`config.mk`:
```
export PLATFORM = sky130hd
export DESIGN_NAME = nsbr_cfg
export DESIGN_NICKNAME = d
export VERILOG_FILES = /design/src/rtl/nsbr_pkg.sv /design/src/rtl/nsbr_cfg.sv
export SDC_FILE = /design/constraint.sdc
export NUM_CORES = 1
export LEC_CHECK = 0
export BUFFER_PORTS_ARGS = -buffer_cell sky130_fd_sc_hd__clkbuf_2
export CAP_MARGIN = 30
export CORE_MARGIN = 10
export CORE_UTILIZATION = 51
export DETAILED_ROUTE_END_ITERATION = 6
export PLACE_DENSITY = 0.77
export SETUP_SLACK_MARGIN = 0.05
export SKIP_CTS_REPAIR_TIMING = 1
export SYNTH_ARGS = -nofsm -noshare
export SYNTH_HDL_FRONTEND = slang
export SYNTH_SLANG_ARGS = --single-unit
export TNS_END_PERCENT = 30
```
`constraint.sdc`:
```
create_clock -name clk -period 5.4 [get_ports clk]
set_clock_uncertainty 0.1 [all_clocks]
set_input_delay 0.27 -clock clk [delete_from_list [all_inputs] [get_ports clk]]
set_output_delay 0.27 -clock clk [all_outputs]
set_load 0.02 [all_outputs]
```
`src/rtl/nsbr_pkg.sv`:
```
// Shared types and constants for the nearest-neighbor scaler with RGB565 packing.
`default_nettype none

package nsbr_pkg;

  localparam int SRC_PIXELS_DEF  = 32768;
  localparam int MAX_DST_DIM_DEF = 1024;
  localparam int DIM_LIMIT       = 1024;

  localparam int CFG_IDX_W  = 3;
  localparam int CFG_DATA_W = 12;

  // Source index width: 256 columns by 128 rows.
  localparam int IDX_W = 15;
  // Quotient width of the scale dividers (source column below 256).
  localparam int Q_W   = 8;
  localparam int DEN_W = 11;

  typedef enum logic [CFG_IDX_W-1:0] {
    REG_SRC_WIDTH   = 3'd0,
    REG_SRC_HEIGHT  = 3'd1,
    REG_DST_WIDTH   = 3'd2,
    REG_DST_HEIGHT  = 3'd3,
    REG_PITCH_WORDS = 3'd4
  } reg_idx_t;

  // Configuration after saturation into the legal ranges.
  typedef struct packed {
    logic [8:0]  sw;
    logic [7:0]  sh;
    logic [10:0] dw;
    logic [10:0] dh;
    logic [11:0] pw;
    logic [15:0] total;
  } cfg_t;

  typedef struct packed {
    logic load;
    logic emit;
    logic prep;
    logic idx;
    logic mod_step;
    logic rd;
    logic out_load;
  } cmd_t;

  typedef struct packed {
    logic div_done;
    logic mod_done;
    logic out_free;
  } stat_t;

  typedef enum logic [2:0] {
    ST_IDLE,
    ST_PREP,
    ST_DIV,
    ST_IDX,
    ST_MOD,
    ST_RD,
    ST_OUT
  } state_t;

endpackage

`default_nettype wire

```
`src/rtl/nsbr_cfg.sv`:
```
// Configuration registers with range saturation and source pixel count.
`default_nettype none

module nsbr_cfg
  import nsbr_pkg::*;
#(
  parameter int DIM_CAP = DIM_LIMIT
) (
  input  wire logic                  clk,
  input  wire logic                  rst_n,
  input  wire logic                  cfg_valid,
  output logic                       cfg_ready,
  input  wire logic [CFG_IDX_W-1:0]  cfg_index,
  input  wire logic [CFG_DATA_W-1:0] cfg_data,
  output cfg_t                       cfg
);

  logic [8:0]  src_width_r;
  logic [7:0]  src_height_r;
  logic [10:0] dst_width_r;
  logic [10:0] dst_height_r;
  logic [11:0] pitch_words_r;

  assign cfg_ready = 1'b1;

  always_ff @(posedge clk) begin
    if (!rst_n) begin
      src_width_r   <= 9'd160;
      src_height_r  <= 8'd120;
      dst_width_r   <= 11'd240;
      dst_height_r  <= 11'd320;
      pitch_words_r <= 12'd240;
    end else if (cfg_valid) begin
      case (reg_idx_t'(cfg_index))
        REG_SRC_WIDTH:   src_width_r   <= cfg_data[8:0];
        REG_SRC_HEIGHT:  src_height_r  <= cfg_data[7:0];
        REG_DST_WIDTH:   dst_width_r   <= cfg_data[10:0];
        REG_DST_HEIGHT:  dst_height_r  <= cfg_data[10:0];
        REG_PITCH_WORDS: pitch_words_r <= cfg_data[11:0];
        default: ;
      endcase
    end
  end

  // Zero counts as one and anything too large counts as the maximum.
  always_comb begin
    cfg.sw = (src_width_r == 9'd0) ? 9'd1 :
             (src_width_r > 9'd256) ? 9'd256 : src_width_r;
    cfg.sh = (src_height_r == 8'd0) ? 8'd1 :
             (src_height_r > 8'd128) ? 8'd128 : src_height_r;
    cfg.dw = (dst_width_r == 11'd0) ? 11'd1 :
             (dst_width_r > 11'(DIM_CAP)) ? 11'(DIM_CAP) : dst_width_r;
    cfg.dh = (dst_height_r == 11'd0) ? 11'd1 :
             (dst_height_r > 11'(DIM_CAP)) ? 11'(DIM_CAP) : dst_height_r;
    cfg.pw = (pitch_words_r == 12'd0) ? 12'd1 :
             (pitch_words_r > 12'd2048) ? 12'd2048 : pitch_words_r;
    cfg.total = 16'(cfg.sw) * 16'(cfg.sh);
  end

endmodule

`default_nettype wire

```
Word level (Yosys, flattened, before mapping). Cells that the tools add are included.

Order comparisons: 5. $mul: 1. Multiplexer cells: 10. Reductions and logical operators: 11. Equality and inequality tests: 4.

Operators by type and width (number): $mux 11 (4); $mux 12 (2); $gt 11x11->1 const B (2); $logic_not 11->1 (2); $mux 9 (2); $mul 9x8->16 (1); $mux 8 (2); $gt 12x12->1 const B (1); $logic_not 12->1 (1); $reduce_and 2->1 (5); $gt 9x9->1 const B (1); $logic_not 9->1 (1); $gt 8x8->1 const B (1); $logic_not 8->1 (1); $eq 3x2->1 const B (2); $eq 3x1->1 const B (1); $eq 3x3->1 const B (1); $logic_not 3->1 (1).

Logic and storage cells: 36. Bits of input ports: 18. Register bits: 51. Output and inout port bits: 68.

Depth between registers and ports, before layout. Gate-level depths: netlist of the first run.

Depth after elaboration: 4. Gate-level depth with buffers: 19. Gate-level depth less buffers: 18.

Worst setup path after synthesis of the first run. OpenSTA, ideal clock, no wires.

Path type: register -> output. Start: reg src_width_r[4]. End: out cfg[10] in the netlist's numbering. Required time: 5.030 ns. Path buffers: 1. Arrival time: 5.041 ns. Stages on the path, launching flop included: 20. Path slack: -0.011 ns. Cells stage by stage: dfxtp_1 -> nor4_1 -> a21oi_1 -> or2_2 -> clkbuf_1 -> inv_1 -> nand2_1 -> fa_1 -> fa_1 -> inv_1 -> fa_1 -> inv_1 -> fa_1 -> inv_1 -> ha_1 -> a21o_1 -> a31o_1 -> o21a_1 -> or4_1 -> o311ai_1.

RTL lines: start: declaration (RTL line nsbr_cfg.sv:18) `logic [8:0] src_width_r;`; start signal: assignment (RTL line nsbr_cfg.sv:35) `REG_SRC_WIDTH: src_width_r <= cfg_data[8:0];`; end: declaration (RTL line nsbr_cfg.sv:15) `output cfg_t cfg`.

==> qor.csv, run 1 <==
stage,metric,value,unit
finish,final_cells,796,
cts,cts_tree,done,
route,wire_per_inst,15.1,um
die,dieArea,13100,um2
die,design.core.area,8720,um2
cts,cts-buffers-inserted,5,
min_path,min_path_type,in2reg,
synth,syn_inst,605,
finish,nNetsFinal,781,
finish,drive_above_1_share,20.5,%
die,row_count,34,
route,routed_wl,12000,um
cts,cts.sinks,51,
critical_path,arrival,4880,ps
synth,postSynth.asyncResetShare,0,%
min_path,hold_path_end,pitch_words_r[11]$_SDFFE_PN0P_,
synth,ys_seq_area_share,22.4,%
critical_path,reg2regPathDepth,2,
synth,avgSynthCellArea,7.54,um2
sta,max_slew_margin,42.1,%
critical_path,crit_required,5030,ps
route,via_per_inst,5.22,
global_route,grt_max_degree,52,
critical_path,start_kind,flip-flop,
sta,max_slew.worst_pin.slew,868,ps
power,p_leak,0.00268,uW
die,dieWidth,115,um
global_route,grt_pass1_vias,4339,
sta,hold_viol_final,0,
finish,area_growth,17.5,%
synth,synth_area,4560,um2
power,vdd_ir_drop_max,0.134,mV
die,chipHeight,115,um
placed_design,dpl.hpwl,9560,um
route,drt_pre_antenna_iters,5,
synth,synth_flop_cell,dfxtp_1,
synth,syn_nets,699,
synth,synth_edf_count,0,
placed_design,dp.cells,783,
global_route,grt_usage,18.4,%
sta,setup_viol,0,
route,ant_nets,0,
cts,h-tree-depth,2,
cts,clk_latency,300,ps
min_path,worstHoldStart,cfg_data[11],
sta,rsz0062_at_grt,true,
global_route,grt_pass1_wl,20200,um
synth,synth.ff_latch_count,51,
critical_path,r2r_slack,4410,ps
sta,period_needed,5250,ps
route,drc,0,
critical_path,endpoint_kind,output port,
global_route,grt-ovfl-total,0,
placed_design,port_buffers,84,
global_route,antenna_found_initial,0,
route,route.vias.total,4154,
critical_path,worstReg2RegStart,pitch_words_r[11]$_SDFFE_PN0P_,
sta,fin_crit_sh,97.2,%
finish,antenna_cells,0,
min_path,whs_path_depth,3,
critical_path,worstSetupPathType,reg2out,
synth,ys_types,38,
sta,tns,0,ps
die,num_io_pins,86,
cts,cts.clk_slew.worst_paths,90,ps
sta,max_freq,0.191,GHz
sta,drv_slew,0,
route,drtIter0Drc,283,
power,power_density,203,nW/um2
synth,synth_warnings,0,
cts,cts-root-buf,clkbuf_8,
placed_design,place_congestion,0.884,
cts,ctsLongestPathBuffers,2,
die,start_util,52.3,%
flow_run,cap_violations,0,
run_status,outcome,"finished, final reports clean",
critical_path,path_max_fanout,3,
critical_path,r2r_end,pitch_words_r[11]$_SDFFE_PN0P_,
[cells in the final DEF (no fill, tap or decap), types with 20 or more instances in the layout]
master	count
fa_1	40
nor2b_1	27
dfxtp_1	49
clkbuf_2	82
nor2_1	59
inv_1	79
buf_4	20
a21boi_0	36
nand2_1	129
ha_1	31
nand3_1	21
[per-layer routing]
metal  global-route usage (%)  up-vias  share of wire (%)
li1                         -     2046                  -
met1                     22.7     1956                 43
met2                     32.2      127                 50
met3                     3.20       25                5.4
met4                     4.43        0                1.7
met5                        0        -                  0
[cell type report]
type	count	area (um2)
Clock buffer	6	72.6
Multi-Input combinational cell	443	3200
Clock inverter	2	38.8
Fill cell	758	3360
Sequential cell	51	1020
Tap cell	108	135
Inverter	83	315
Timing Repair Buffer	103	572
[synthesized netlist by cell type (7+ instances only)]
master / count / area share (%)
nor2b_1: 27 / 3.7
dfxtp_1: 51 / 22
a21oi_1: 11 / 1.2
inv_1: 82 / 6.8
nor2_1: 61 / 5.0
xnor2_1: 9 / 1.7
clkbuf_1: 24 / 2.0
and2_1: 10 / 1.4
nand3_1: 21 / 2.3
fa_1: 41 / 18
ha_1: 35 / 9.6
nor3_1: 8 / 0.88
a21boi_0: 36 / 5.9
nand2b_1: 7 / 0.96
nand2_1: 133 / 11
[worst max-delay path, stage by stage, from the launching register on]
cell and delay (ps):
dfxtp_2 340, nor4_2 250, a21oi_1 90, or2_4 240, inv_2 60, nand2_2 60
fa_1 480, fa_1 490, inv_1 50, fa_1 480, inv_2 40, fa_1 480
inv_2 50, ha_4 210, a21o_1 160, a31o_1 210, o21a_1 200, or4_4 420
o311ai_2 90, buf_4 180
[registers in the layout, indices dropped and copies added (netlist names)]
signal / count
dst_height_r: 11
pitch_words_r: 12
src_height_r: 8
src_width_r: 9
dst_width_r: 11
[report_power, final]
group          leakage, uW  switching (uW)  total, uW  internal (uW)
logic              0.00221             258        426            168
registers         0.000414            8.84        395            386
clock network    0.0000558             126        266            140
total              0.00268             392       1090            694
[cell families after synthesis]
family,synth area share [%]
adders and majority gates,27.6
xor gates and xnor gates,2.31
AOI/OAI and AO/OA,10.7
buffers and inverters,9.30
DFF,22.4
other,0.0822
and+or+nand+nor,27.6
[through the flow]
step	utilization, %	total power (uW)	hold slack, ps	cell area (um2)	setup slack, ps
6_report	61.4	1090	104	5360	152
5_1_grt	61.4	1160	132	5360	-30.9
4_1_cts	59.9	1070	100	5230	-282
3_5_place_dp	58.7	802	374	5110	58.6
3_3_place_gp	58.7	789	365	5110	127
2_1_floorplan	-	682	294	4570	93.8
[worst max-delay path by stage]
| stage | depth (start not counted) | from | slack (ps) | endpoint |
|---|---|---|---|---|
| 4_1_cts | 19 | src_width_r[4]$_SDFFE_PN0P_ | -280 | cfg[10] |
| 6_report | 19 | src_width_r[7]$_SDFFE_PN1P_ | 150 | cfg[10] |
| 3_5_place_dp | 19 | src_width_r[4]$_SDFFE_PN0P_ | 60 | cfg[10] |
| 2_1_floorplan | 19 | src_width_r[4]$_SDFFE_PN0P_ | 90 | cfg[10] |
| 3_3_place_gp | 19 | src_width_r[4]$_SDFFE_PN0P_ | 130 | cfg[10] |
| 5_1_grt | 19 | src_width_r[7]$_SDFFE_PN1P_ | -30 | cfg[10] |
No activity file was read; power rests on OpenSTA's default activity.
==> run 2: changes to the inputs <==
--- a/constraint.sdc
+++ b/constraint.sdc
@@ -4,2 +4,2 @@
 set_output_delay 0.27 -clock clk [all_outputs]
-set_load 0.02 [all_outputs]
+set_load 0.01 [all_outputs]
==> qor.csv, run 2 (synthesis gave the netlist of run 1 again) <==
stage,metric,value,unit
run_status,outcome,"complete, but fails checks",
run_status,violations,setup timing,
flow_run,cap_violations,0,
global_route,grt_usage,17.7,%
power,power_density,188,nW/um2
critical_path,reg2regPathDepth,2,
cts,cts.clk_slew.worst_paths,90,ps
critical_path,start_kind,flip-flop,
critical_path,max_stage_delay,500,ps
die,chipHeight,115,um
cts,ctsLongestPathBuffers,2,
cts,cts_tree,done,
route,drtIter0Drc,279,
die,row_count,34,
finish,layout_common_cells,"130 x nand2_1, 83 x clkbuf_2, 80 x inv_1, 60 x nor2_1, 50 x dfxtp_1",
cts,h-tree-depth,2,
finish,antenna_cells,0,
finish,largest_register_ff_count,12,
placed_design,place_area,5110,um2
placed_design,port_buffers,84,
critical_path,cp_common_cell,fa_1,
route,drt_pre_antenna_iters,5,
sta,drv_slew,0,
route,routed_wl,11400,um
die,dieWidth,115,um
finish,drive_above_1_share,18.0,%
power,total_power,987,uW
critical_path,cp_slowest_cell,fa_1,
cts,clk_latency,310,ps
global_route,antenna_found_initial,0,
finish,final_area,5250,um2
critical_path,endpoint_kind,output port,
min_path,min_path_type,in2reg,
min_path,worstHoldStart,cfg_data[11],
placed_design,dpl.hpwl,9390,um
critical_path,crit_chain,"nor4_2, a21oi_1, or2_4, inv_4, nand2_2, fa_1, fa_1, inv_1, fa_1, inv_1, fa_1, inv_2, ha_4, a21o_1, a31o_1, o21a_1, or4_1, o311ai_2, buf_2",
finish,top_regs,"pitch_words_r x12, dst_height_r x11, dst_width_r x11",
critical_path,path_max_fanout,3,
route,route.vias.total,4095,
route,wire_per_inst,14.4,um
critical_path,arrival,5050,ps
cts,cts.sinks,51,
critical_path,crit_required,5030,ps
finish,nNetsFinal,776,
route,drc,0,
sta,setup_viol,1,
route,ant_nets,0,
sta,fin_crit_sh,100,%
route,via_per_inst,5.18,
global_route,grt-ovfl-total,0,
sta,hold_viol_final,0,
sta,max_slew_margin,45.4,%
finish,fillers,775,
die,start_util,52.3,%
sta,rsz0062_at_grt,true,
power,p_leak,0.00264,uW
critical_path,worstSetupPathType,reg2out,
sta,period_needed,5420,ps
critical_path,r2r_slack,4400,ps
sta,max_slew.worst_pin.slew,819,ps
cts,cts-buffers-inserted,5,
global_route,grt_pass1_wl,19700,um
critical_path,r2r_end,pitch_words_r[11]$_SDFFE_PN0P_,
cts,cts-root-buf,clkbuf_8,
die,design.core.area,8720,um2
power,vdd_ir_drop_max,0.169,mV
sta,max_freq,0.184,GHz
sta,tns,-20.8,ps
global_route,grt_pass1_vias,4119,
global_route,grt_max_degree,52,
finish,final_common_cell,nand2_1,
critical_path,worstReg2RegStart,pitch_words_r[11]$_SDFFE_PN0P_,
min_path,hold_path_end,pitch_words_r[11]$_SDFFE_PN0P_,
die,num_io_pins,86,
placed_design,place_congestion,0.869,
sta,setup_ws,-20.8,ps
min_path,whs_path_depth,3,
finish,top_register,pitch_words_r,
finish,area_growth,15.1,%
die,dieArea,13100,um2
## run 2: cell types whose count changed in the layout (fill, tap and decap cells not counted), moves of 2 or more
cell and delta:
buf_4 -6, clkinv_4 +2, ha_1 +2, ha_2 -2
## run 2: worst max-delay path, delay by kind of cell (launching register included)
kind,cells,cell delay [ps]
flops,1,350
buf+inv,5,380
compound gates,5,770
simple gates,4,1070
fa+ha+maj,5,2180
## run 2: worst max-delay path by stage
stage / end / cells past startpoint / from
finish: cfg[10] / 19 / src_width_r[7]$_SDFFE_PN1P_
global route: cfg[10] / 19 / src_width_r[7]$_SDFFE_PN1P_
CTS: cfg[10] / 19 / src_width_r[4]$_SDFFE_PN0P_
detailed placement: cfg[10] / 19 / src_width_r[4]$_SDFFE_PN0P_
global placement: cfg[10] / 19 / src_width_r[4]$_SDFFE_PN0P_
floorplan: cfg[10] / 19 / src_width_r[4]$_SDFFE_PN0P_
## run 2: layout make-up
type                            count  area [um2]  share of cell area [%]
Inverter                           83         314                    5.98
Sequential cell                    51        1020                    19.5
Tap cell                          108         135                    2.57
Timing Repair Buffer               98         526                    10.0
Clock buffer                        6        72.6                    1.38
Multi-Input combinational cell    443        3160                    60.2
Clock inverter                      2        17.5                   0.334
## run 2: through the flow
| step | setup slack [ps] | utilization, % | hold slack (ps) | instances |
|---|---|---|---|---|
| finish | -20.8 | 60.2 | 98.3 | 791 |
| global route | -140 | 60.2 | 88.0 | 791 |
| CTS | -348 | 59.6 | 94.1 | 791 |
| detailed placement | 1.78 | 58.6 | 361 | 783 |
| global placement | 115 | 58.6 | 365 | 783 |
| floorplan | 136 | - | 294 | 605 |
## run 2: where the power goes
part / leakage (uW) / switching (uW) / internal [uW]
clock: 0.0000454 / 129 / 93.3
combinational: 0.00218 / 216 / 154
sequential: 0.000413 / 8.53 / 386
## run 2: metal layers
layer | vias up | track usage (%) | share of wire, %
li1 | 2037 | - | -
met1 | 1934 | 22.7 | 43
met2 | 118 | 30.8 | 51
met3 | 6 | 3.14 | 5.4
met4 | 0 | 2.51 | 0.55
met5 | - | 0 | 0
==> run 3: changes to the inputs <==
MAX_ROUTING_LAYER = met4   (was default)
==> qor.csv, run 3 (synthesis gave the netlist of run 1 again) <==
stage,metric,value,unit
sta,tns,0,ps
critical_path,crit_chain,"nor4_2, a21oi_1, or2_4, inv_4, nand2_4, fa_1, fa_1, inv_2, fa_1, inv_1, fa_1, inv_2, ha_4, a21o_1, a31o_1, o21a_1, or4_1, o311ai_1, buf_2",
cts,ctsLongestPathBuffers,2,
sta,setup_ws,33.7,ps
die,dieWidth,115,um
sta,max_slew_margin,40.9,%
finish,ff_latch_area,1020,um2
finish,layout_common_cells,"131 x nand2_1, 83 x clkbuf_2, 79 x inv_1, 61 x nor2_1, 49 x dfxtp_1",
global_route,antenna_found_initial,0,
sta,period_needed,5370,ps
cts,cts-buffers-inserted,5,
power,power_density,204,nW/um2
min_path,hold_path_end,pitch_words_r[11]$_SDFFE_PN0P_,
critical_path,crit_required,5030,ps
placed_design,dpl.hpwl,9290,um
min_path,whs_path_depth,3,
run_status,outcome,"finished, final reports clean",
placed_design,port_buffers,84,
finish,fillers,768,
global_route,grt_pass1_vias,4134,
critical_path,worstReg2RegStart,pitch_words_r[11]$_SDFFE_PN0P_,
critical_path,arrival,5000,ps
sta,hold_viol_final,0,
power,vdd_ir_drop_max,0.169,mV
placed_design,place_congestion,0.881,
cts,cts_tree,done,
min_path,worstHoldStart,cfg_data[11],
die,dieArea,13100,um2
cts,cts.sinks,51,
sta,setup_viol,0,
finish,drive_above_1_share,18.3,%
global_route,grt_pass1_wl,19800,um
sta,fin_crit_sh,99.4,%
route,drt_pre_antenna_iters,4,
route,via_per_inst,5.18,
sta,max_slew.worst_pin.slew,886,ps
flow_run,cap_violations,0,
route,drc,0,
finish,nNetsFinal,777,
cts,h-tree-depth,2,
global_route,grt_usage,18.6,%
finish,top_register,pitch_words_r,
finish,top_regs,"pitch_words_r x12, dst_height_r x11, dst_width_r x11",
route,ant_nets,0,
route,route.vias.total,4104,
placed_design,dp_slack,55.3,ps
global_route,grt-ovfl-total,0,
sta,max_freq,0.186,GHz
critical_path,path_max_fanout,3,
critical_path,cp_slowest_cell,fa_1,
critical_path,reg2regPathDepth,2,
route,drtIter0Drc,354,
die,chipHeight,115,um
die,design.core.area,8720,um2
min_path,min_path_type,in2reg,
critical_path,r2r_slack,4380,ps
die,row_count,34,
critical_path,worstSetupPathType,reg2out,
global_route,grt_max_degree,52,
sta,drv_slew,0,
critical_path,max_stage_delay,510,ps
critical_path,start_kind,flip-flop,
cts,cts.clk_slew.worst_paths,100,ps
die,num_io_pins,86,
power,p_leak,0.00269,uW
cts,clk_latency,310,ps
critical_path,cp_common_cell,fa_1,
finish,largest_register_ff_count,12,
finish,final_common_cell,nand2_1,
finish,multi_input_area,3160,um2
sta,rsz0062_at_grt,true,
critical_path,endpoint_kind,output port,
route,routed_wl,11600,um
critical_path,r2r_end,pitch_words_r[11]$_SDFFE_PN0P_,
route,wire_per_inst,14.7,um
finish,antenna_cells,0,
finish,area_growth,16.4,%
die,start_util,52.3,%
cts,cts-root-buf,clkbuf_8,
[run 3: final cells by class]
class | instances | share of cell area, %
Sequential cell | 51 | 19.3
Timing Repair Buffer | 99 | 10.0
Inverter | 83 | 5.92
Multi-Input combinational cell | 443 | 59.6
Clock inverter | 3 | 1.34
Clock buffer | 5 | 1.30
Tap cell | 108 | 2.55
[run 3: how the worst max path moves through the flow]
stage	depth (start not counted)	startpoint	end	slack, ps
final	19	src_width_r[7]$_SDFFE_PN1P_	cfg[10]	30
after CTS	19	src_width_r[4]$_SDFFE_PN0P_	cfg[10]	-310
after global routing	19	src_width_r[7]$_SDFFE_PN1P_	cfg[10]	-180
after detailed placement	19	src_width_r[4]$_SDFFE_PN0P_	cfg[10]	60
after global placement	19	src_width_r[4]$_SDFFE_PN0P_	cfg[10]	120
after floorplan	19	src_width_r[4]$_SDFFE_PN0P_	cfg[10]	140
[run 3: critical path, delay by kind of cell (launching register included)]
family / cells / cell delay [ps]
flops: 1 / 340
compound gates: 5 / 770
fa+ha+maj: 5 / 2160
buf+inv: 5 / 390
simple gates: 4 / 1040
[run 3: power by group]
group          switching, uW  internal (uW)
Sequential              8.70            386
Clock                    132            188
Combinational            216            151
[run 3: metrics by stage]
stage                     total power [uW]  hold slack [ps]  instances  util (%)  cell area, um2
final                                 1080              109        792      60.9            5310
after global routing                  1160             97.8        792      60.9            5310
after floorplan                        646              294        605         -            4560
after global placement                 751              366        783      58.6            5110
after CTS                             1080             94.3        791      60.2            5250
after detailed placement               762              368        783      58.6            5110
[run 3: metal layers]
layer | GRT usage (%) | wire, um
met1 | 23.6 | 5090
met2 | 31.1 | 5830
met3 | 2.73 | 581
met4 | 2.92 | 106
met5 | - | 0
