## config.mk

```make
export PLATFORM = sky130hd
export DESIGN_NAME = nsbr_ctrl
export DESIGN_NICKNAME = d
export VERILOG_FILES = /design/src/rtl/nsbr_pkg.sv /design/src/rtl/nsbr_ctrl.sv
export SDC_FILE = /design/constraint.sdc
export NUM_CORES = 1
export LEC_CHECK = 0
export BUFFER_PORTS_ARGS = -buffer_cell sky130_fd_sc_hd__buf_4
export CAP_MARGIN = 15
export CORE_AREA = 3 3 40 42
export DETAILED_ROUTE_END_ITERATION = 10
export DIE_AREA = 0 0 43 45
export GPL_ROUTABILITY_DRIVEN = 1
export PLACE_DENSITY = 0.39
export SYNTH_ARGS = -nofsm -noshare
export SYNTH_HDL_FRONTEND = slang
export SYNTH_SLANG_ARGS = --single-unit
```

## constraint.sdc

```tcl
create_clock -name clk -period 1.35 [get_ports clk]
set_input_delay 0.0675 -clock clk [delete_from_list [all_inputs] [get_ports clk]]
set_output_delay 0.0675 -clock clk [all_outputs]
set_load 0.01 [all_outputs]
```

## src/rtl/nsbr_pkg.sv

```systemverilog
// Shared types and constants for the nearest-neighbor scaler with RGB565 packing.
`default_nettype none

package nsbr_pkg;

  localparam int SRC_PIXELS_DEF  = 32768;
  localparam int MAX_DST_DIM_DEF = 1024;
  localparam int DIM_LIMIT       = 1024;

  localparam int CFG_IDX_W  = 3;
  localparam int CFG_DATA_W = 12;

  // Source index width: 256 columns by 128 rows.
  localparam int IDX_W = 15;
  // Quotient width of the scale dividers (source column below 256).
  localparam int Q_W   = 8;
  localparam int DEN_W = 11;

  typedef enum logic [CFG_IDX_W-1:0] {
    REG_SRC_WIDTH   = 3'd0,
    REG_SRC_HEIGHT  = 3'd1,
    REG_DST_WIDTH   = 3'd2,
    REG_DST_HEIGHT  = 3'd3,
    REG_PITCH_WORDS = 3'd4
  } reg_idx_t;

  // Configuration after saturation into the legal ranges.
  typedef struct packed {
    logic [8:0]  sw;
    logic [7:0]  sh;
    logic [10:0] dw;
    logic [10:0] dh;
    logic [11:0] pw;
    logic [15:0] total;
  } cfg_t;

  typedef struct packed {
    logic load;
    logic emit;
    logic prep;
    logic idx;
    logic mod_step;
    logic rd;
    logic out_load;
  } cmd_t;

  typedef struct packed {
    logic div_done;
    logic mod_done;
    logic out_free;
  } stat_t;

  typedef enum logic [2:0] {
    ST_IDLE,
    ST_PREP,
    ST_DIV,
    ST_IDX,
    ST_MOD,
    ST_RD,
    ST_OUT
  } state_t;

endpackage

`default_nettype wire

```

## src/rtl/nsbr_ctrl.sv

```systemverilog
// Controller state machine that sequences load and emit transactions.
`default_nettype none

module nsbr_ctrl
  import nsbr_pkg::*;
(
  input  wire logic  clk,
  input  wire logic  rst_n,
  input  wire logic  in_valid,
  input  wire logic  in_req_type,
  output logic       in_ready,
  output cmd_t       cmd,
  input  wire stat_t stat
);

  state_t state_r;
  state_t state_nxt;

  always_ff @(posedge clk) begin
    if (!rst_n) begin
      state_r <= ST_IDLE;
    end else begin
      state_r <= state_nxt;
    end
  end

  always_comb begin
    state_nxt = state_r;
    cmd       = '0;
    in_ready  = 1'b0;
    case (state_r)
      ST_IDLE: begin
        in_ready = 1'b1;
        if (in_valid) begin
          if (in_req_type) begin
            cmd.emit  = 1'b1;
            state_nxt = ST_PREP;
          end else begin
            cmd.load = 1'b1;
          end
        end
      end
      ST_PREP: begin
        cmd.prep  = 1'b1;
        state_nxt = ST_DIV;
      end
      ST_DIV: begin
        if (stat.div_done) begin
          state_nxt = ST_IDX;
        end
      end
      ST_IDX: begin
        cmd.idx   = 1'b1;
        state_nxt = ST_MOD;
      end
      ST_MOD: begin
        if (stat.mod_done) begin
          state_nxt = ST_RD;
        end else begin
          cmd.mod_step = 1'b1;
        end
      end
      ST_RD: begin
        cmd.rd    = 1'b1;
        state_nxt = ST_OUT;
      end
      ST_OUT: begin
        if (stat.out_free) begin
          cmd.out_load = 1'b1;
          state_nxt    = ST_IDLE;
        end
      end
      default: state_nxt = ST_IDLE;
    endcase
  end

endmodule

`default_nettype wire

```

# Yosys cells after proc, flatten, opt, wreduce, memory -nomap -nowiden
# Cells that the tools add are included.
dict set report word_totals {
  register_bits 3
  latchBits 0
  mem_bits_rw 0
  romBits 0
  input_bits 7
  out_inout_bits 8
  memories 0
}
dict set report op_classes {
  addsub 0
  multipliers 0
  div_mod_pow 0
  n_lt_le_gt_ge 0
  eq_ne 11
  n_shift 0
  n_mux 18
  n_bitwise 0
  reduce_logical 2
}
# op count
set ops {}
lappend ops {{one-hot mux 3 bit (7 select lines)} 1}
lappend ops {{two-way mux 3 bit} 5}
lappend ops {{two-way mux 1 bit} 10}
lappend ops {{!= test 2 bit (second input constant)} 5}
lappend ops {{== test 3 bit (second input constant)} 3}
lappend ops {{== test 3 x 2 -> 1 bit (second input constant)} 2}
lappend ops {{AND reduction 5 bit} 1}
lappend ops {{two-way mux 2 bit} 2}
lappend ops {{== test 3 x 1 -> 1 bit (second input constant)} 1}
lappend ops {{logical NOT 3 bit} 1}

# Longest topological paths before layout
# Gate-level depths: netlist of run 1.
dict set report logic_depth {
  depth_word 3
  depth_mapped 4
  depth_no_buf 3
}

# Worst setup path after synthesis of run 1
# OpenSTA, ideal clock, no wires.
dict set report synth_timing {
  path_type {register to register}
  start {register state_r[2]}
  end {register state_r[0]}
  arrival_time_ns 0.925
  required_time_ns 1.233
  slack_ns 0.308
  stages_incl_launch_ff 5
  path_buffers 1
  synth_period_minus_slack_ns 1.042
  cell_sequence {dfxtp_1 buf_4 nor4b_4 a21oi_1 and4bb_1}
}
dict set report synth_via {
  elab_chain_cells 3
}
# element line_no
set synth_rtl {}
lappend synth_rtl {{start, declared} nsbr_ctrl.sv:16} ;# state_t state_r;
lappend synth_rtl {{start signal, assigned} nsbr_ctrl.sv:23} ;# state_r <= state_nxt;
lappend synth_rtl {{== test 3 x 2 -> 1 bit (tied with other cells)} nsbr_ctrl.sv:31} ;# case (state_r)
lappend synth_rtl {{!= test 2 bit (no line)} --}
lappend synth_rtl {{AND reduction 5 bit (no line)} --}
# Several ways; a longest one is shown, not always the timed one.
# A chain may end at the register's enable or synchronous reset.

==> impl_metrics.sql, run 1 <==
INSERT INTO impl_metrics (metric_group, metric, value, unit) VALUES
('timing', 'rsz0062_at_grt', 'no', ''),
('power', 'static_leakage', '0.170', 'nW'),
('die', 'initial_core_util', '18.4', '%'),
('place', 'buffer_ports.inserted', '14', ''),
('place', 'hpwl', '451', 'um'),
('critical_path', 'crit_path_start_kind', 'flop', ''),
('final_layout', 'largest_register_ff_count', '3', ''),
('cts', 'cts_setup_buffers', '0', ''),
('cts', 'hold_fix_buffers_at_cts', '0', ''),
('critical_path', 'crit_fanout', '12', ''),
('synth', 'synth.net_count', '34', ''),
('cts', 'htreeDepth', '1', ''),
('synth', 'synth.avg_cell_area', '8.76', 'um2'),
('critical_path', 'critPathArrivalTime', '1120', 'ps'),
('synth', 'yosys.cell_types.count', '17', ''),
('cts', 'bufs_on_longest_clock_path', '2', ''),
('critical_path', 'critical_path.endpoint_type', 'output port', ''),
('synth', 'synth_top_cells_by_area', 'dfxtp_1, nor4b_4, and3b_1', ''),
('timing', 'setup_viol_count_final', '0', ''),
('cts', 'worst_setup_hold_path_clk_slew', '40', 'ps'),
('power', 'pwr_total', '0.359', 'mW'),
('final_layout', 'top_regs', 'state_r x3', ''),
('power', 'power_density', '954', 'mW/mm2'),
('critical_path', 'worst-setup-path-type', 'reg -> out', ''),
('routing', 'drcViolationCount', '0', ''),
('grt', 'globalRoute.totalOverflow', '0', ''),
('final_layout', 'flow.area_growth_from_synthesis', '59.3', '%'),
('routing', 'ant_nets', '0', ''),
('min_path', 'worstHoldPathType', 'in -> reg', ''),
('final_layout', 'share_of_post_route_cells_with_drive_strength_above_1', '52.4', '%'),
('routing', 'num_vias', '247', ''),
('synth', 'yosys_register_bits', '3', ''),
('final_layout', 'insertedDiodeCount', '0', ''),
('grt', 'first_pass_grt_wire_length', '897', 'um'),
('synth', 'synth.top_cell.area_share', '25.4', '%'),
('final_layout', 'largest_register', 'state_r', ''),
('synth', 'synth_sequential_area_ratio', '25.4', '%'),
('routing', 'detailedRoute.firstIterationViolations', '1', ''),
('timing', 'period_needed', '1180', 'ps'),
('die', 'chipHeight', '45', 'um'),
('routing', 'drt-total-wl', '598', 'um'),
('synth', 'synth_warn', '0', ''),
('routing', 'route.detailed.wl_per_inst', '10.5', 'um'),
('timing', 'slew_viol_final', '0', ''),
('place', 'gp_routability_congestion', '0.597', ''),
('grt', 'largest_net_degree_at_the_start_of_global_routing', '13', ''),
('die', 'die_area', '0.00194', 'mm2'),
('cts', 'clock_insertion_delay_worst_skew', '230', 'ps'),
('synth', 'mappedNetlistArea', '236', 'um2'),
('die', 'std_cell_rows', '13', ''),
('cts', 'number_of_sinks_on_the_clock_net', '3', ''),
('synth', 'syn_inst_count', '27', ''),
('die', 'num_io_pins', '15', ''),
('run', 'drv.max_cap_violation_count', '0', ''),
('routing', 'post_drt_via_cell_ratio', '4.33', ''),
('timing', 'max_clock_freq', '844', 'MHz'),
('run_status', 'status', 'complete, no violations', ''),
('timing', 'maxSlewHeadroom', '83.1', '%'),
('cts', 'number_of_buffers_created_by_cts', '3', ''),
('timing', 'timing_hold_violations_final', '0', ''),
('cts', 'cts_tree', 'built', ''),
('critical_path', 'required', '1280', 'ps'),
('timing', 'timing.final.crit_share', '87.8', '%'),
('routing', 'detail_route.first_pass.iterations', '4', ''),
('power', 'power.ir.vdd_worst', '280', 'uV'),
('timing', 'fin_worst_skew', '2.81', 'ps'),
('die', 'chip_width', '43', 'um'),
('grt', 'grt_antenna_before_repair', '0', ''),
('timing', 'timing_worst_slew_pin_value', '253', 'ps'),
('die', 'core_area', '0.00128', 'mm2'),
('synth', 'netlist.top_cell.by_area', 'dfxtp_1', ''),
('timing', 'setup_total_negative_slack', '0', 'ps'),
('grt', 'global_route.usage.total', '6.66', '%'),
('cts', 'ctsRootBufferMaster', 'clkbuf_4', ''),
('final_layout', 'nNetsFinal', '50', ''),
('grt', 'number_of_global_route_vias_before_repair', '227', '');
power by group:
part	switching, mW	internal (mW)
Combinational	0.0293	0.0515
Sequential	0.0231	0.0973
Clock	0.0472	0.111
Total	0.0996	0.260
cells in the mapped netlist:
cell type	count
dfxtp_1	3
nand2_1	3
a21oi_1	2
and3b_1	2
buf_4	2
nand2b_1	2
nor2_1	2
nor3b_1	2
a211oi_1	1
a21boi_1	1
and3_1	1
and4bb_1	1
buf_2	1
nand3b_1	1
nor3_2	1
nor4b_4	1
o211ai_1	1
worst max-delay path, stage by stage, from the launching register on:
cell     delay, ps
dfxtp_2        390
nor3_4         200
and3_1         180
buf_4          110
through the flow:
stage	area [um2]	instances	util (%)	setup slack (ps)	hold WS, ps
6_report	377	57	29.3	165	88.6
5_1_grt	377	57	29.3	78.1	96.9
4_1_cts	367	57	28.5	19.2	84.0
3_5_place_dp	340	53	26.5	188	332
3_3_place_gp	340	53	26.5	210	333
2_1_floorplan	236	27	-	308	165
routing by layer:
layer  GRT usage (%)  share of wire, %
met1            6.75                41
met2            9.58                45
met3            3.19               9.9
met4            7.23               3.8
met5               0                 0
area by class of cell:
class                   instances  area (um2)
well taps                      15        18.8
repair buffers                 14         105
flip-flops and latches          3        63.8
multi-input cells              21         163
clock buffers                   4        26.3
fillers                       145         908
logic make-up after synthesis:
logic type / synth area share, %
simple gates: 52.4
buf+inv: 8.46
compound gates: 13.8
flops: 25.4
layout by cell type (no fill, tap or decap):
cell      netlist  layout
nor3_4          0       1
buf_4           2      14
a211oi_1        1       1
dfxtp_2         0       3
o211ai_1        1       1
clkbuf_4        0       3
nor4b_4         1       1
nand3b_1        1       1
and3_1          1       1
nand2_1         3       3
a21boi_1        1       1
nor2_1          2       2
a21oi_1         2       2
and4bb_1        1       1
nor3b_1         2       2
and3b_1         2       2
nand2b_1        2       2
clkbuf_1        0       1
timing repair:
action                                 CTS  global route
setup endpoints to repair                0             4
endpoints found under the hold margin    0             0
resized for setup                        0             4
path summary, 6_finish.rpt:
kind                                 start          to  slack, ps  cells past startpoint
worst max-delay path            state_r[1]      cmd[5]        170                      3
worst min-delay path                 rst_n  state_r[2]         90                      2
worst max register to register  state_r[1]  state_r[0]        300                      3
worst min register to register  state_r[0]  state_r[1]        570                      2
(Power assumes the default switching activity.)
==> inputs of run 2 (changes only) <==
Clock period 1.35 ns to 1.5 ns, I/O delays scaled along.
==> impl_metrics.sql, run 2 (synthesized netlist as in run 1, its figures left out) <==
INSERT INTO impl_metrics (metric_group, metric, value, unit) VALUES
('cts', 'number_of_sinks_on_the_clock_net', '3', ''),
('timing', 'maxSlewHeadroom', '71.8', '%'),
('cts', 'ctsRootBufferMaster', 'clkbuf_4', ''),
('cts', 'hold_fix_buffers_at_cts', '0', ''),
('critical_path', 'crit-reg2reg-launch', 'state_r[2]', ''),
('timing', 'period_needed', '1320', 'ps'),
('run', 'drv.max_cap_violation_count', '0', ''),
('place', 'gp_routability_congestion', '0.597', ''),
('routing', 'route.detailed.wl_per_inst', '10.5', 'um'),
('routing', 'num_vias', '242', ''),
('critical_path', 'slowest_delay', '570', 'ps'),
('critical_path', 'crit_fanout', '12', ''),
('final_layout', 'finish.cell_count_without_fillers', '57', ''),
('die', 'initial_core_util', '18.4', '%'),
('final_layout', 'design_area', '367', 'um2'),
('final_layout', 'top_regs', 'state_r x3', ''),
('min_path', 'worstHoldPathType', 'in -> reg', ''),
('power', 'power.ir.vdd_worst', '251', 'uV'),
('die', 'core_area', '0.00128', 'mm2'),
('final_layout', 'nNetsFinal', '50', ''),
('die', 'chip_width', '43', 'um'),
('routing', 'ant_nets', '0', ''),
('place', 'hpwl', '451', 'um'),
('final_layout', 'largest_register', 'state_r', ''),
('cts', 'cts_tree', 'built', ''),
('grt', 'global_route.usage.total', '6.66', '%'),
('cts', 'cts_setup_buffers', '0', ''),
('timing', 'timing.final.crit_share', '88.1', '%'),
('min_path', 'holdCritStartpoint', 'rst_n', ''),
('critical_path', 'worst-setup-path-type', 'reg -> out', ''),
('cts', 'bufs_on_longest_clock_path', '2', ''),
('timing', 'worst_slack', '178', 'ps'),
('cts', 'clock_insertion_delay_worst_skew', '230', 'ps'),
('cts', 'htreeDepth', '1', ''),
('critical_path', 'timing.critical_path.slowest_stage_cell', 'dfxtp_1', ''),
('timing', 'setup_total_negative_slack', '0', 'ps'),
('timing', 'fin_worst_skew', '2.50', 'ps'),
('grt', 'number_of_global_route_vias_before_repair', '227', ''),
('grt', 'largest_net_degree_at_the_start_of_global_routing', '13', ''),
('power', 'pwr_total', '0.318', 'mW'),
('routing', 'drcViolationCount', '0', ''),
('critical_path', 'critPathArrivalTime', '1250', 'ps'),
('timing', 'timing_worst_slew_pin_value', '422', 'ps'),
('timing', 'rsz0062_at_grt', 'no', ''),
('final_layout', 'largest_register_ff_count', '3', ''),
('routing', 'detail_route.first_pass.iterations', '4', ''),
('run_status', 'status', 'complete, no violations', ''),
('grt', 'grt_antenna_before_repair', '0', ''),
('die', 'chipHeight', '45', 'um'),
('place', 'postPlaceCellArea', '340', 'um2'),
('timing', 'timing_hold_violations_final', '0', ''),
('routing', 'detailedRoute.firstIterationViolations', '2', ''),
('final_layout', 'flow.area_growth_from_synthesis', '55.0', '%'),
('critical_path', 'cp-startpoint', 'state_r[1]', ''),
('timing', 'setup_viol_count_final', '0', ''),
('final_layout', 'top_library_cells_by_usage_in_the_layout_fill_and_taps_aside', 'buf_4, nand2_1, clkbuf_4, dfxtp_1', ''),
('die', 'die_area', '0.00194', 'mm2'),
('final_layout', 'insertedDiodeCount', '0', ''),
('timing', 'slew_viol_final', '0', ''),
('power', 'power_density', '867', 'mW/mm2'),
('cts', 'worst_setup_hold_path_clk_slew', '40', 'ps'),
('final_layout', 'share_of_post_route_cells_with_drive_strength_above_1', '45.2', '%'),
('place', 'dpl.cell_count', '53', ''),
('timing', 'max_clock_freq', '756', 'MHz'),
('die', 'num_io_pins', '15', ''),
('critical_path', 'critical_path.endpoint_type', 'output port', ''),
('routing', 'post_drt_via_cell_ratio', '4.25', ''),
('routing', 'drt-total-wl', '597', 'um'),
('critical_path', 'path_buf_inv', '1', ''),
('place', 'place_worst_setup_slack', '338', 'ps'),
('critical_path', 'required', '1420', 'ps'),
('cts', 'number_of_buffers_created_by_cts', '3', ''),
('cts', 'post_cts.resized_instances', '0', ''),
('die', 'std_cell_rows', '13', ''),
('critical_path', 'path_cells', 'nor3_2, and3_1, buf_4', ''),
('grt', 'first_pass_grt_wire_length', '897', 'um'),
('place', 'buffer_ports.inserted', '14', ''),
('critical_path', 'critical_path.top_delay_family', 'flip-flops', ''),
('power', 'static_leakage', '0.166', 'nW'),
('grt', 'globalRoute.totalOverflow', '0', ''),
('final_layout', 'final_common_cell', 'buf_4', ''),
('critical_path', 'crit_path_start_kind', 'flop', '');
==> run 2: cell types whose count changed in the layout (fill, tap and decap cells not counted) <==
cell	previous run	this run
dfxtp_1	0	3
nor3_4	1	0
dfxtp_2	3	0
nor3_2	0	1
==> run 2: power by group <==
group / total [mW] / internal, mW / switching [mW]
Clock: 0.142 / 0.0997 / 0.0423
Sequential: 0.105 / 0.0862 / 0.0191
Combinational: 0.0705 / 0.0441 / 0.0264
Total: 0.318 / 0.230 / 0.0877
==> run 2: area by class of cell <==
type / count / area [um2]
timing repair buffer: 14 / 105
tap: 15 / 18.8
clock buffer: 4 / 26.3
fill: 145 / 918
sequential: 3 / 60.1
multi-input combinational: 21 / 156
==> run 2: path summary, 6_finish.rpt <==
check               endpoint  slack [ps]  depth (start not counted)
setup / recovery      cmd[5]         180                          3
hold / removal    state_r[2]         100                          2
setup reg to reg  state_r[0]         350                          3
hold reg to reg   state_r[1]         650                          2
==> run 2: layer usage <==
layer | share of wire, % | global-route usage [%] | vias up
met5 | 0 | 0 | -
met4 | 3.9 | 7.23 | 0
met3 | 9.5 | 3.19 | 2
met2 | 46 | 9.58 | 14
met1 | 40 | 6.75 | 100
li1 | - | - | 126
==> run 2: per-stage QoR <==
| stage | hold slack (ps) | utilization (%) |
|---|---|---|
| 2_1_floorplan | 180 | - |
| 3_3_place_gp | 340 | 26.5 |
| 3_5_place_dp | 339 | 26.5 |
| 4_1_cts | 91.5 | 28.5 |
| 5_1_grt | 105 | 28.5 |
| 6_report | 96.8 | 28.5 |
==> inputs of run 3 (changes only) <==
Settings changed: ABC_AREA set to 1, CTS_BUF_LIST set to sky130_fd_sc_hd__clkbuf_4 sky130_fd_sc_hd__clkbuf_8 sky130_fd_sc_hd__clkbuf_16, PLACE_DENSITY 0.39 to not set.
==> impl_metrics.sql, run 3 <==
INSERT INTO impl_metrics (metric_group, metric, value, unit) VALUES
('critical_path', 'critPathArrivalTime', '1170', 'ps'),
('final_layout', 'top_library_cells_by_usage_in_the_layout_fill_and_taps_aside', 'buf_4, nand2_1, nor2_1, inv_1, clkbuf_4', ''),
('synth', 'synth.top_cell.area_share', '24.2', '%'),
('timing', 'rsz0062_at_grt', 'no', ''),
('synth', 'synth-compound-area-share', '5.05', '%'),
('die', 'initial_core_util', '19.3', '%'),
('critical_path', 'critical_path.top_delay_family', 'simple AND/OR/NAND/NOR gates', ''),
('cts', 'worst_setup_hold_path_clk_slew', '30', 'ps'),
('place', 'gp_routability_congestion', '0.720', ''),
('place', 'buffer_ports.inserted', '14', ''),
('run', 'drv.max_cap_violation_count', '0', ''),
('timing', 'timing_worst_slew_pin_value', '223', 'ps'),
('routing', 'detailedRoute.firstIterationViolations', '4', ''),
('timing', 'period_needed', '1250', 'ps'),
('min_path', 'worstHoldPathType', 'in -> reg', ''),
('timing', 'slew_viol_final', '0', ''),
('synth', 'synth-xor-area-share', '0', '%'),
('routing', 'detail_route.first_pass.iterations', '2', ''),
('synth', 'netlist.top_cell.by_area', 'dfxtp_1', ''),
('timing', 'timing.final.crit_share', '83.0', '%'),
('power', 'pwr-share-clk', '18.2', '%'),
('cts', 'cts_setup_buffers', '0', ''),
('timing', 'fin_worst_skew', '1.77', 'ps'),
('power', 'power_density', '2120', 'mW/mm2'),
('synth', 'synth_top_cells_by_area', 'dfxtp_1, nand2_1, nor2_1', ''),
('synth', 'synth_ff_type', 'dfxtp_1', ''),
('power', 'comb_power_share', '60.2', '%'),
('timing', 'maxSlewHeadroom', '85.1', '%'),
('synth', 'synth_top_cells_by_count', 'nand2_1, nor2_1, inv_1', ''),
('routing', 'num_vias', '319', ''),
('final_layout', 'final_common_cell', 'buf_4', ''),
('run_status', 'status', 'complete, no violations', ''),
('timing', 'setup_total_negative_slack', '0', 'ps'),
('cts', 'ctsRootBufferMaster', 'clkbuf_4', ''),
('routing', 'ant_nets', '0', ''),
('critical_path', 'critical_path.endpoint_type', 'output port', ''),
('synth', 'synth_simple_gate_area_share', '58.6', '%'),
('die', 'core_area', '0.00128', 'mm2'),
('power', 'power.ir.vdd_worst', '690', 'uV'),
('cts', 'bufs_on_longest_clock_path', '2', ''),
('synth', 'mappedNetlistArea', '248', 'um2'),
('grt', 'global_route.usage.total', '7.83', '%'),
('synth', 'yosys_register_bits', '3', ''),
('critical_path', 'path_cells', 'nor2_2, nand2_1, inv_1, nand2_1, nor2_1, buf_4', ''),
('final_layout', 'share_of_post_route_cells_with_drive_strength_above_1', '41.0', '%'),
('place', 'dpl.cell_count', '72', ''),
('final_layout', 'largest_register', 'state_r', ''),
('routing', 'route.detailed.wl_per_inst', '8.25', 'um'),
('grt', 'first_pass_grt_wire_length', '1120', 'um'),
('die', 'chip_width', '43', 'um'),
('cts', 'hold_fix_buffers_at_cts', '0', ''),
('critical_path', 'crit_path_start_kind', 'flop', ''),
('power', 'power_frac_seq', '21.5', '%'),
('synth', 'synth.avg_cell_area', '5.76', 'um2'),
('critical_path', 'crit_fanout', '6', ''),
('power', 'power_report.internal_total', '0.461', 'mW'),
('critical_path', 'slowest_delay', '350', 'ps'),
('synth', 'synthArstFlopShare', '0', '%'),
('synth', 'yosys.cell_types.count', '13', ''),
('grt', 'number_of_global_route_vias_before_repair', '293', ''),
('synth', 'synth_sequential_area_ratio', '24.2', '%'),
('die', 'num_io_pins', '15', ''),
('synth', 'synth-adder-area-share', '0', '%'),
('cts', 'htreeDepth', '1', ''),
('grt', 'grt_antenna_before_repair', '0', ''),
('synth', 'syn_inst_count', '43', ''),
('timing', 'fin_hold_ws', '102', 'ps'),
('cts', 'clock_insertion_delay_worst_skew', '230', 'ps'),
('synth', 'synth_warn', '0', ''),
('grt', 'globalRoute.totalOverflow', '0', ''),
('die', 'std_cell_rows', '13', ''),
('final_layout', 'flow.area_growth_from_synthesis', '62.1', '%'),
('routing', 'drt-total-wl', '627', 'um'),
('final_layout', 'largest_register_ff_count', '3', ''),
('timing', 'max_clock_freq', '803', 'MHz'),
('critical_path', 'worst-setup-path-type', 'reg -> out', ''),
('final_layout', 'nNetsFinal', '69', ''),
('die', 'die_area', '0.00194', 'mm2'),
('timing', 'setup_viol_count_final', '0', ''),
('synth', 'synth.net_count', '50', ''),
('cts', 'number_of_sinks_on_the_clock_net', '3', ''),
('die', 'chipHeight', '45', 'um'),
('critical_path', 'required', '1420', 'ps'),
('routing', 'post_drt_via_cell_ratio', '4.20', ''),
('cts', 'cts_tree', 'built', ''),
('synth', 'synth_mux_area_share', '0', '%'),
('synth', 'synth_top_family_by_area', 'simple AND/OR/NAND/NOR gates', ''),
('critical_path', 'critPathMostFrequentCell', 'nand2_1', ''),
('synth', 'synth.most_common_cell', 'nand2_1', ''),
('timing', 'timing_hold_violations_final', '0', ''),
('critical_path', 'timing.critical_path.slowest_stage_cell', 'dfxtp_1', ''),
('final_layout', 'insertedDiodeCount', '0', ''),
('grt', 'largest_net_degree_at_the_start_of_global_routing', '8', ''),
('synth', 'synth_edf_count', '0', ''),
('cts', 'post_cts.resized_instances', '0', ''),
('final_layout', 'top_regs', 'state_r x3', ''),
('power', 'power.share.switching', '45.9', '%'),
('final_layout', 'finish.cell_count_without_fillers', '76', ''),
('power', 'p_sw', '0.391', 'mW'),
('power', 'static_leakage', '0.225', 'nW'),
('critical_path', 'path_buf_inv', '2', ''),
('routing', 'drcViolationCount', '0', ''),
('cts', 'number_of_buffers_created_by_cts', '3', '');
[run 3: stage by stage]
stage | util [%] | cell area, um2 | setup slack, ps | total power, mW
2_1_floorplan | - | 248 | 519 | 0.526
3_3_place_gp | 28.9 | 372 | 419 | 0.703
3_5_place_dp | 28.9 | 372 | 445 | 0.703
4_1_cts | 31.3 | 402 | 236 | 0.866
5_1_grt | 31.3 | 402 | 47.0 | 0.959
6_report | 31.3 | 402 | 255 | 0.853
[run 3: layer usage]
metal / part of all wire (%) / vias up / wire length (um) / global-route usage [%]
met5: 0 / - / 0 / 0
met4: 0 / 0 / 0 / 7.23
met3: 12 / 0 / 74 / 1.99
met2: 48 / 11 / 298 / 11.7
met1: 41 / 137 / 254 / 9.16
li1: - / 171 / - / -
[run 3: worst min-delay path, delay by kind of cell]
family,cells,cell delay (ps)
simple gates,2,120
buf+inv,1,90
[run 3: final cells by class]
type                    instances  area [um2]
flip-flops and latches          3        60.1
fillers                       150         883
multi-input cells              32         158
repair buffers                 14         105
inverters                       8        30.0
clock buffers                   4        30.0
well taps                      15        18.8
[run 3: kinds of logic after synthesis]
| group | count (synthesis) |
|---|---|
| AO/OA/AOI/OAI | 2 |
| buffers and inverters | 8 |
| flip-flops | 3 |
| AND/OR/NAND/NOR | 30 |
[run 3: worst paths after layout]
| kind | startpoint | to | slack (ps) | cells after the start |
|---|---|---|---|---|
| setup / recovery | state_r[1] | cmd[6] | 250 | 6 |
| hold / removal | rst_n | state_r[2] | 100 | 3 |
| setup reg to reg | state_r[1] | state_r[2] | 440 | 7 |
| hold reg to reg | state_r[1] | state_r[1] | 630 | 4 |
[run 3: power groups by stage]
| stage | sequential, mW | combinational [mW] | clock, mW |
|---|---|---|---|
| detailed placement | 0.185 | 0.518 | 0 |
| finish | 0.184 | 0.513 | 0.156 |
| global placement | 0.182 | 0.521 | 0 |
| CTS | 0.183 | 0.519 | 0.164 |
| floorplan | 0.171 | 0.355 | 0 |
| global route | 0.193 | 0.601 | 0.165 |
